**src/hw/rtl/dtfsm_pkg.sv**
```systemverilog
// ----------------------------------------------------------------------------
// dtfsm_pkg
// Shared types, constants and the drag table of the flap servo map.
// ----------------------------------------------------------------------------
package dtfsm_pkg;

  localparam int unsigned TablePointsDefault = 10;
  localparam int unsigned CdW      = 16;
  localparam int unsigned FlapW    = 16;
  localparam int unsigned ServoW   = 18;
  localparam int unsigned StatW    = 2;
  localparam int unsigned StepQ10  = 5120;
  localparam int unsigned ServoOffset = 69776;
  localparam int unsigned SqrtScale   = 106276;
  localparam int unsigned NumW     = 29;   // 5120 * 65535 < 2^29
  localparam int unsigned DenW     = 17;   // 2 * den
  localparam int unsigned QuoW     = 14;   // rounded quotient <= 5120
  localparam int unsigned RadW     = 33;   // 46080 * 106276 < 2^33
  localparam int unsigned RootW    = 17;
  localparam int unsigned QueueDepth = 4;

  typedef enum logic [StatW-1:0] {
    StatInterp = 2'd0,
    StatBelow  = 2'd1,
    StatAbove  = 2'd2
  } stat_e;

  typedef struct packed {
    logic [NumW-1:0]  num2;   // 2*num + den
    logic [DenW-1:0]  den2;   // 2*den, zero when no division
    logic [FlapW-1:0] base;
    logic             active;
    stat_e            stat;
  } job_t;

  function automatic logic [CdW-1:0] cd_point(input int unsigned idx);
    logic [CdW-1:0] v;
    unique case (idx)
      0: v = 16'd10830;
      1: v = 16'd10830;
      2: v = 16'd12517;
      3: v = 16'd14377;
      4: v = 16'd17072;
      5: v = 16'd19120;
      6: v = 16'd21660;
      7: v = 16'd24330;
      8: v = 16'd26706;
      default: v = 16'd30048;
    endcase
    return v;
  endfunction

endpackage

```
**src/hw/rtl/dtfsm_front.sv**
```systemverilog
// ----------------------------------------------------------------------------
// dtfsm_front
// Classify a coefficient against the table and form the division terms.
// ----------------------------------------------------------------------------
module dtfsm_front #(
  parameter int unsigned TablePoints = dtfsm_pkg::TablePointsDefault
) (
  input  logic                      clk_i,
  input  logic                      rst_ni,
  input  logic                      valid_i,
  input  logic [dtfsm_pkg::CdW-1:0] target_cd_i,
  input  logic                      active_flight_i,
  output logic                      valid_o,
  output dtfsm_pkg::job_t           job_o
);
  import dtfsm_pkg::*;

  localparam logic [FlapW-1:0] FullQ10 = FlapW'((TablePoints - 1) * StepQ10);

  job_t job_d, job_q;
  logic valid_q;

  always_comb begin
    logic found;
    logic [CdW-1:0] lo, hi;
    logic [DenW-1:0] den;
    logic [NumW-1:0] num;
    found = 1'b0;
    lo = '0;
    hi = '0;
    den = '0;
    num = '0;
    job_d = '0;
    job_d.active = active_flight_i;
    job_d.stat = StatInterp;
    if (active_flight_i) begin
      if (target_cd_i < cd_point(0)) begin
        job_d.stat = StatBelow;
      end else if (target_cd_i > cd_point(TablePoints - 1)) begin
        job_d.stat = StatAbove;
        job_d.base = FullQ10;
      end else begin
        for (int i = 0; i < TablePoints - 1; i++) begin
          lo = cd_point(i);
          hi = cd_point(i + 1);
          if (!found && lo <= target_cd_i && target_cd_i <= hi) begin
            found = 1'b1;
            job_d.base = FlapW'(i * StepQ10);
            if (hi != lo) begin
              den = DenW'(hi - lo);
              num = NumW'(StepQ10) * NumW'(target_cd_i - lo);
              job_d.den2 = DenW'(den << 1);
              job_d.num2 = NumW'(num << 1) + NumW'(den);
            end
          end
        end
      end
    end
  end

  always_ff @(posedge clk_i or negedge rst_ni) begin
    if (!rst_ni) begin
      valid_q <= 1'b0;
    end else begin
      valid_q <= valid_i;
    end
  end

  always_ff @(posedge clk_i) begin
    if (valid_i) begin
      job_q <= job_d;
    end
  end

  assign valid_o = valid_q;
  assign job_o   = job_q;

endmodule

```
**src/hw/rtl/dtfsm_queue.sv**
```systemverilog
// ----------------------------------------------------------------------------
// dtfsm_queue
// Small FIFO that reports its fill level.
// ----------------------------------------------------------------------------
module dtfsm_queue #(
  parameter int unsigned Width = 8,
  parameter int unsigned Depth = 4
) (
  input  logic                           clk_i,
  input  logic                           rst_ni,
  input  logic                           push_i,
  input  logic [Width-1:0]               data_i,
  input  logic                           pop_i,
  output logic                           empty_o,
  output logic [$clog2(Depth + 1)-1:0]   level_o,
  output logic [Width-1:0]               data_o
);

  localparam int unsigned PtrW = (Depth > 1) ? $clog2(Depth) : 1;
  localparam int unsigned CntW = $clog2(Depth + 1);

  logic [Width-1:0] mem_q [Depth];
  logic [PtrW-1:0] wr_q, rd_q;
  logic [CntW-1:0] cnt_q;

  function automatic logic [PtrW-1:0] nxt(input logic [PtrW-1:0] p);
    return (p == PtrW'(Depth - 1)) ? '0 : p + 1'b1;
  endfunction

  always_ff @(posedge clk_i or negedge rst_ni) begin
    if (!rst_ni) begin
      wr_q  <= '0;
      rd_q  <= '0;
      cnt_q <= '0;
    end else begin
      if (push_i) wr_q <= nxt(wr_q);
      if (pop_i) rd_q <= nxt(rd_q);
      cnt_q <= cnt_q + CntW'(push_i) - CntW'(pop_i);
    end
  end

  always_ff @(posedge clk_i) begin
    if (push_i) mem_q[wr_q] <= data_i;
  end

  assign empty_o = (cnt_q == '0);
  assign level_o = cnt_q;
  assign data_o  = mem_q[rd_q];

`ifndef SYNTHESIS
  a_no_overflow: assert property (@(posedge clk_i) disable iff (!rst_ni)
    (cnt_q == CntW'(Depth)) |-> (!push_i || pop_i))
    else $error("queue overflow");
  a_no_underflow: assert property (@(posedge clk_i) disable iff (!rst_ni)
    pop_i |-> !empty_o)
    else $error("queue underflow");
  a_count: assert property (@(posedge clk_i) disable iff (!rst_ni)
    (push_i && !pop_i) |=> (cnt_q == $past(cnt_q) + 1'b1))
    else $error("queue count");
`endif

endmodule

```
**src/hw/rtl/dtfsm_back.sv**
```systemverilog
// ----------------------------------------------------------------------------
// dtfsm_back
// Pipelined restoring divide, pipelined square root and servo offset.
// ----------------------------------------------------------------------------
module dtfsm_back (
  input  logic                         clk_i,
  input  logic                         rst_ni,
  input  logic                         adv_i,
  input  logic                         valid_i,
  input  dtfsm_pkg::job_t              job_i,
  output logic                         valid_o,
  output logic [dtfsm_pkg::FlapW-1:0]  flap_angle_o,
  output logic [dtfsm_pkg::ServoW-1:0] servo_target_o,
  output logic [dtfsm_pkg::StatW-1:0]  stat_o
);
  import dtfsm_pkg::*;

  // divide: one quotient bit per stage
  localparam int unsigned DivS = QuoW;
  localparam int unsigned SqS  = RootW;
  localparam int unsigned RemW = DenW + 1;

  typedef struct packed {
    logic             active;
    logic [StatW-1:0] stat;
    logic [FlapW-1:0] base;
    logic [DenW-1:0]  den2;
  } side_t;

  logic  dv_q [DivS+1];
  side_t ds_q [DivS+1];
  logic [NumW-1:0] dn_q [DivS+1];   // shifting numerator
  logic [RemW-1:0] dr_q [DivS+1];
  logic [QuoW-1:0] dq_q [DivS+1];

  always_ff @(posedge clk_i or negedge rst_ni) begin
    if (!rst_ni) begin
      dv_q[0] <= 1'b0;
    end else if (adv_i) begin
      dv_q[0] <= valid_i;
    end
  end

  always_ff @(posedge clk_i) begin
    if (adv_i) begin
      ds_q[0] <= '{active: job_i.active, stat: job_i.stat, base: job_i.base,
                   den2: job_i.den2};
      dn_q[0] <= NumW'(job_i.num2 << (NumW - QuoW));
      dr_q[0] <= RemW'(job_i.num2 >> QuoW);
      dq_q[0] <= '0;
    end
  end

  // remainder seed holds high bits; quotient < 2^QuoW when den2 > 0
  for (genvar s = 0; s < DivS; s++) begin : g_div
    logic [RemW-1:0] tr;
    logic ge;
    assign tr = {dr_q[s][RemW-2:0], dn_q[s][NumW-1]};
    assign ge = (ds_q[s].den2 != '0) && (tr >= RemW'(ds_q[s].den2));
    always_ff @(posedge clk_i or negedge rst_ni) begin
      if (!rst_ni) begin
        dv_q[s+1] <= 1'b0;
      end else if (adv_i) begin
        dv_q[s+1] <= dv_q[s];
      end
    end
    always_ff @(posedge clk_i) begin
      if (adv_i) begin
        ds_q[s+1] <= ds_q[s];
        dn_q[s+1] <= NumW'(dn_q[s] << 1);
        dr_q[s+1] <= ge ? tr - RemW'(ds_q[s].den2) : tr;
        dq_q[s+1] <= {dq_q[s][QuoW-2:0], ge};
      end
    end
  end

  // flap and radicand
  logic             fv_q;
  logic             fa_q;
  logic [StatW-1:0] fs_q;
  logic [FlapW-1:0] ff_q;
  logic [FlapW-1:0] flap;
  assign flap = ds_q[DivS].base + FlapW'(dq_q[DivS]);

  always_ff @(posedge clk_i or negedge rst_ni) begin
    if (!rst_ni) fv_q <= 1'b0;
    else if (adv_i) fv_q <= dv_q[DivS];
  end
  always_ff @(posedge clk_i) begin
    if (adv_i) begin
      fa_q <= ds_q[DivS].active;
      fs_q <= ds_q[DivS].stat;
      ff_q <= ds_q[DivS].active ? flap : '0;
    end
  end

  logic [RadW-1:0] rad;
  assign rad = RadW'(FlapW'(46080) - ff_q) * RadW'(SqrtScale);

  // square root: one root bit per stage, remainder carries rounding
  localparam int unsigned SRemW = RootW + 2;
  logic sv_q [SqS+1];
  logic sa_q [SqS+1];
  logic [StatW-1:0] ss_q [SqS+1];
  logic [FlapW-1:0] sf_q [SqS+1];
  logic [RadW+1:0]  sx_q [SqS+1];
  logic [SRemW-1:0] sr_q [SqS+1];
  logic [RootW-1:0] sq_q [SqS+1];

  always_ff @(posedge clk_i or negedge rst_ni) begin
    if (!rst_ni) sv_q[0] <= 1'b0;
    else if (adv_i) sv_q[0] <= fv_q;
  end
  always_ff @(posedge clk_i) begin
    if (adv_i) begin
      sa_q[0] <= fa_q;
      ss_q[0] <= fs_q;
      sf_q[0] <= ff_q;
      sx_q[0] <= {1'b0, rad, 1'b0};
      sr_q[0] <= '0;
      sq_q[0] <= '0;
    end
  end

  for (genvar s = 0; s < SqS; s++) begin : g_sqrt
    logic [SRemW-1:0] tr, tt;
    logic ge;
    assign tr = {sr_q[s][SRemW-3:0], sx_q[s][RadW+1:RadW]};
    assign tt = {sq_q[s], 2'b01};
    assign ge = tr >= tt;
    always_ff @(posedge clk_i or negedge rst_ni) begin
      if (!rst_ni) sv_q[s+1] <= 1'b0;
      else if (adv_i) sv_q[s+1] <= sv_q[s];
    end
    always_ff @(posedge clk_i) begin
      if (adv_i) begin
        sa_q[s+1] <= sa_q[s];
        ss_q[s+1] <= ss_q[s];
        sf_q[s+1] <= sf_q[s];
        sx_q[s+1] <= (RadW+2)'(sx_q[s] << 2);
        sr_q[s+1] <= ge ? tr - tt : tr;
        sq_q[s+1] <= {sq_q[s][RootW-2:0], ge};
      end
    end
  end

  // remainder = x - r*r; round up when it exceeds r
  logic [RootW-1:0] root;
  logic [ServoW-1:0] servo;
  assign root  = sq_q[SqS] + RootW'(SRemW'(sq_q[SqS]) < sr_q[SqS]);
  assign servo = ServoW'(root) - ServoW'(ServoOffset);

  logic ov_q;
  logic [FlapW-1:0] of_q;
  logic [ServoW-1:0] os_q;
  logic [StatW-1:0] ost_q;
  always_ff @(posedge clk_i or negedge rst_ni) begin
    if (!rst_ni) ov_q <= 1'b0;
    else if (adv_i) ov_q <= sv_q[SqS];
  end
  always_ff @(posedge clk_i) begin
    if (adv_i) begin
      of_q  <= sf_q[SqS];
      os_q  <= sa_q[SqS] ? servo : '0;
      ost_q <= ss_q[SqS];
    end
  end

  assign valid_o        = ov_q;
  assign flap_angle_o   = of_q;
  assign servo_target_o = os_q;
  assign stat_o         = ost_q;

endmodule

```
**src/hw/rtl/drag_to_flap_servo_map.sv**
```systemverilog
// ----------------------------------------------------------------------------
// drag_to_flap_servo_map
// Pipeline: front register, job queue, back (14 divide, 17 square root and 4
// further register stages), result queue.
// Throughput: one request per cycle while pop keeps up; when the result queue
// fills the back stalls, and full rises once the job queue has no room left.
// Reset: asynchronous, clears all valid flags, FIFO pointers and fill levels.
// ----------------------------------------------------------------------------
module drag_to_flap_servo_map #(
  parameter int unsigned TablePoints = dtfsm_pkg::TablePointsDefault
) (
  input  logic                         clk_i,
  input  logic                         rst_ni,
  input  logic                         push,
  output logic                         full,
  input  logic [dtfsm_pkg::CdW-1:0]    target_cd_i,
  input  logic                         active_flight_i,
  output logic                         empty,
  input  logic                         pop,
  output logic [dtfsm_pkg::FlapW-1:0]  flap_angle_o,
  output logic [dtfsm_pkg::ServoW-1:0] servo_target_o,
  output logic [dtfsm_pkg::StatW-1:0]  clamp_status_o
);
  import dtfsm_pkg::*;

  localparam int unsigned OutDepth = 4;
  localparam int unsigned JobCntW = $clog2(QueueDepth + 1);
  localparam int unsigned OutCntW = $clog2(OutDepth + 1);
  localparam int unsigned OutW = FlapW + ServoW + StatW;

  logic acc, pop_ok, adv;
  logic fv, qv, q_pop, bv, q_empty;
  job_t fj, qj;
  logic [JobCntW-1:0] jq_level;
  logic [OutCntW-1:0] oq_level;
  logic [FlapW-1:0] bf;
  logic [ServoW-1:0] bs;
  logic [StatW-1:0] bst;
  logic [OutW-1:0] od;

  assign acc    = push && !full;
  assign pop_ok = pop && !empty;
  assign full   = (jq_level + JobCntW'(fv)) >= JobCntW'(QueueDepth);
  assign adv    = (oq_level != OutCntW'(OutDepth));

  dtfsm_front #(.TablePoints(TablePoints)) u_front (
    .clk_i, .rst_ni, .valid_i(acc), .target_cd_i, .active_flight_i,
    .valid_o(fv), .job_o(fj)
  );

  dtfsm_queue #(.Width($bits(job_t)), .Depth(QueueDepth)) u_jobq (
    .clk_i, .rst_ni, .push_i(fv), .data_i(fj), .pop_i(q_pop),
    .empty_o(q_empty), .level_o(jq_level), .data_o(qj)
  );
  assign qv    = !q_empty;
  assign q_pop = qv && adv;

  dtfsm_back u_back (
    .clk_i, .rst_ni, .adv_i(adv), .valid_i(qv), .job_i(qj), .valid_o(bv),
    .flap_angle_o(bf), .servo_target_o(bs), .stat_o(bst)
  );

  dtfsm_queue #(.Width(OutW), .Depth(OutDepth)) u_outq (
    .clk_i, .rst_ni, .push_i(bv && adv), .data_i({bf, bs, bst}), .pop_i(pop_ok),
    .empty_o(empty), .level_o(oq_level), .data_o(od)
  );

  assign {flap_angle_o, servo_target_o, clamp_status_o} = od;

`ifndef SYNTHESIS
  a_job_room: assert property (@(posedge clk_i) disable iff (!rst_ni)
    (jq_level + JobCntW'(fv)) <= JobCntW'(QueueDepth))
    else $error("job queue overrun");
  a_out_room: assert property (@(posedge clk_i) disable iff (!rst_ni)
    oq_level <= OutCntW'(OutDepth))
    else $error("result queue overrun");
  a_status: assert property (@(posedge clk_i) disable iff (!rst_ni)
    !empty |-> (clamp_status_o != 2'd3))
    else $error("bad status");
`endif

endmodule
```
**config.mk**
```make
export PLATFORM = sky130hd
export DESIGN_NAME = drag_to_flap_servo_map
export DESIGN_NICKNAME = d
export VERILOG_FILES = /design/src/hw/rtl/dtfsm_pkg.sv /design/src/hw/rtl/dtfsm_front.sv /design/src/hw/rtl/dtfsm_queue.sv /design/src/hw/rtl/dtfsm_back.sv /design/src/hw/rtl/drag_to_flap_servo_map.sv
export SDC_FILE = /design/constraint.sdc
export NUM_CORES = 2
export LEC_CHECK = 0
export ABC_CLOCK_PERIOD_IN_PS = 68800
export BUFFER_PORTS_ARGS = -buffer_cell sky130_fd_sc_hd__buf_4
export CAP_MARGIN = 15
export CORE_ASPECT_RATIO = 1.5
export CORE_MARGIN = 2
export CORE_UTILIZATION = 30
export CTS_CLUSTER_DIAMETER = 80
export CTS_CLUSTER_SIZE = 24
export DETAILED_ROUTE_END_ITERATION = 12
export GPL_ROUTABILITY_DRIVEN = 0
export PLACE_DENSITY_LB_ADDON = 0.3
export SYNTH_ARGS = -nofsm -noshare
export SYNTH_HDL_FRONTEND = slang
export SYNTH_SLANG_ARGS = --single-unit
```
**constraint.sdc**
```tcl
create_clock -name clk_i -period 68.8 [get_ports clk_i]
set_clock_uncertainty 0.05 [all_clocks]
set_input_delay 13.76 -clock clk_i [delete_from_list [all_inputs] [get_ports clk_i]]
set_output_delay 13.76 -clock clk_i [all_outputs]
set_load 0.01 [all_outputs]
```
==> results.toml <==
[yosys]
yosysTopAreaCell = "edfxtp_1"
synthTopCellsByCount = "edfxtp_1 (2052), inv_1 (729), ha_1 (723), nand2_1 (642), o21ai_0 (407)"
synth_edf_count = 2052
yosysWarnings = 0
synth-main-ff-cell = "edfxtp_1"
synth-seq-cells = 2102
synth_area_leaders = "edfxtp_1 (58%), ha_1 (8.5%), xnor2_1 (3.0%)"
yosysMostFrequentCell = "edfxtp_1"
synth.avg_cell_area_um2 = 13.0
synth_top_area_frac = 0.582
synth.distinct_cells = 111
syn_area_um2 = 106000
synthCells = 8170
seq_area_frac_synth = 0.594
ys_async_sr_fraction = 0.0238

[clock_tree]
clock_latency_ns = 0.78
cts_buffer_depth = 3
htreeDepth = 3
ctsHoldBuffers = 0
cts_sinks = 2102
cts_resized = 0
cts_buffers = 105
clk_pin_slew_ns = 0.09
ctsRootBufferMaster = "clkbuf_16"
cts_tree = "done"
post-cts-setup-buffers = 0

[critical_path]
critPathMostFrequentCell = "ha_1"
rr_worst_depth = 26
critical_path_class = "input pin to flop"
crit_start = "target_cd_i[1]"
worstReg2RegStart = "u_back.ff_q[2]$_SDFFCE_PN0N_"
worst_ep_required_time_ns = 69.23
worstReg2RegEnd = "u_back.sx_q[0][30]$_DFFE_PN_"
cp_max_fo = 13
worstPathArrival_ns = 18.94
r2r_slack_ns = 60.78
endpoint_kind = "flop"
startpoint_type = "input pin"
crit_chain = "buf_4 -> inv_1 -> ha_1 -> nor2b_1 -> o2111a_1 -> nor2_1 -> xor2_1 -> ha_1 -> ha_1 -> a21o_1 -> a221o_1 -> o31ai_1 -> o21ai_0 -> a31oi_1 -> xor2_1 -> o21ai_0 -> o41ai_1 -> a31oi_1"
critPathMaxStageDelay_ns = 0.48
endpoint = "u_front.job_o[63]$_SDFFCE_PP0P_"
cp_slowest_cell = "ha_1"

[global_routing]
grt_use_total = 0.123
busiest_layer = "met2"
grt_pass1_vias = 64957
met1_usage = 0.115
grt_pass1_wl_um = 351000
grt_use_met3 = 0.0129
grt_max_degree = 174
antenna_found_initial = 4
grtUsageMet2 = 0.243
grt_overflow_total = 0

[final_layout]
finalInstanceArea_um2 = 115000
nNetsFinal = 9075
drive_gt1_frac = 0.0591
synthToLayoutAreaGrowth_pct = 8.91
nFillCells = 34384

[place]
io_buffers = 58
place_area_um2 = 112000
dpl.hpwl_um = 168000

[sta]
hold_viol = 0
maxSlewViolCount = 0
max_clock_freq_ghz = 0.0540
setup_violations = 0
fin_crit_sh = 0.269
grt_setup_unrepaired = "false"
slew_headroom = 0.0619
fin_crit_ns = 18.51
worst_slew_pin_slew_ns = 1.41
fin_tns_setup_ns = 0

[routing]
wl_per_cell_um = 17.4
vias_per_cell = 4.83
drtIter0Drc = 3896
drt_wl_total_um = 226000
drcViolationCount = 0
ant_nets = 0
first_pass_iters = 6
via_count = 62783

[status]
status = "finished, final reports clean"

[flow_run]
cap_violations = 0

[floorplan]
dieArea_um2 = 358000
rows = 267
start_util = 0.301
ioPinCount = 59
die_w_um = 489
core_area_um2 = 352000
die_y_um = 732

[worst_hold_path]
worstHoldPathType = "flop to flop"
[cell usage in the layout, fill, tap and decap left out, types with 48 or more instances in the layout]
cell,instances
o21ai_0,403
nand3_1,117
or3_1,67
a21o_1,126
a31oi_1,50
xor2_1,245
a21boi_0,60
clkbuf_16,105
inv_1,728
nand2b_1,87
dfrtp_1,48
ha_1,723
buf_4,102
edfxtp_1,2052
nor2b_1,92
a211oi_1,64
xnor2_1,358
a21oi_1,285
fa_1,128
o21a_1,107
and2_1,59
nand4_1,78
nor2_1,400
nor3_1,163
and3_1,49
o31ai_1,84
mux4_2,75
nor4_1,97
mux2_2,51
nand2_1,642
[cell families (layout without fill, tap and decap cells)]
| logic type | Yosys count | after routing | share of synthesized area |
|---|---|---|---|
| simple gates | 2042 | 2042 | 0.0962 |
| fa+ha+maj | 851 | 851 | 0.110 |
| buf+inv | 921 | 1025 | 0.0333 |
| flops | 2102 | 2102 | 0.594 |
| compound gates | 1508 | 1508 | 0.0942 |
| xor+xnor | 606 | 606 | 0.0505 |
| mux | 139 | 139 | 0.0226 |
| other cells | 1 | 7 | 0.0000354 |
[worst min path at each step]
stage | cells past startpoint | startpoint | slack, ns | to
floorplan | 0 | u_back.dn_q[0][25]$_DFFE_PN_ | 0.35 | u_back.dn_q[0][54]$_DFFE_PN_
global placement | 0 | u_back.ds_q[8][34]$_DFFE_PN_ | 0.35 | u_back.ds_q[9][34]$_DFFE_PN_
detailed placement | 0 | u_back.dn_q[0][26]$_DFFE_PN_ | 0.35 | u_back.dn_q[0][55]$_DFFE_PN_
CTS | 0 | u_back.sx_q[1][13]$_DFFE_PN_ | 0.33 | u_back.sx_q[2][15]$_DFFE_PN_
global route | 0 | u_back.sx_q[1][13]$_DFFE_PN_ | 0.34 | u_back.sx_q[2][15]$_DFFE_PN_
finish | 0 | u_back.sx_q[9][25]$_DFFE_PN_ | 0.34 | u_back.sx_q[10][27]$_DFFE_PN_
[worst max-delay path: cells and delay by family]
kind,cells,cell delay [ns]
compound gates,9,2.34
xor+xnor,2,0.66
fa+ha+maj,3,1.14
buf+inv,2,0.64
simple gates,2,0.38
[metal layers]
layer | part of all wire | wire length [um]
met3 | 0.030 | 6760
met5 | 0 | 0
met4 | 0.076 | 17100
met1 | 0.34 | 76500
met2 | 0.56 | 126000
[layout make-up]
class | count | area [um2] | share of cell area
sequential | 2102 | 62900 | 0.545
multi-input combinational | 5149 | 39600 | 0.343
tap | 4707 | 5890 | 0.0511
clock buffer | 151 | 2800 | 0.0243
inverter | 735 | 2770 | 0.0240
timing repair buffer | 110 | 892 | 0.00773
clock inverter | 29 | 520 | 0.00451
antenna | 4 | 10.0 | 0.0000868
[state kept, by name, indices dropped and copies added, names as in the netlist, 3 cells and up]
register and cells:
u_back.servo_target_o 18, u_jobq.level_o 3, u_jobq.mem_q 156, u_back.ds_q 214, u_outq.level_o 3, u_back.flap_angle_o 16
u_back.sq_q 153, u_back.sr_q 268, u_back.dr_q 236, u_back.sa_q 18, u_back.ss_q 36, u_back.dq_q 105
u_front.job_o 39, u_back.sv_q 18, u_back.dv_q 15, u_back.ff_q 16, u_back.sx_q 255, u_back.dn_q 85
u_outq.mem_q 144, u_back.sf_q 288
[through the flow]
step | std cells | hold WS [ns] | utilization | worst slack, ns
final | 12987 | 0.341 | 0.328 | 50.29
after global routing | 12987 | 0.336 | 0.328 | 50.06
after detailed placement | 12798 | 0.355 | 0.318 | 49.62
after floorplan | 8172 | 0.350 | - | 18.84
after global placement | 12798 | 0.350 | 0.318 | 49.76
after CTS | 12978 | 0.332 | 0.328 | 50.45
Power is not shown: default switching activity piles up to over one toggle a cycle in this logic, so the estimate is an artifact.
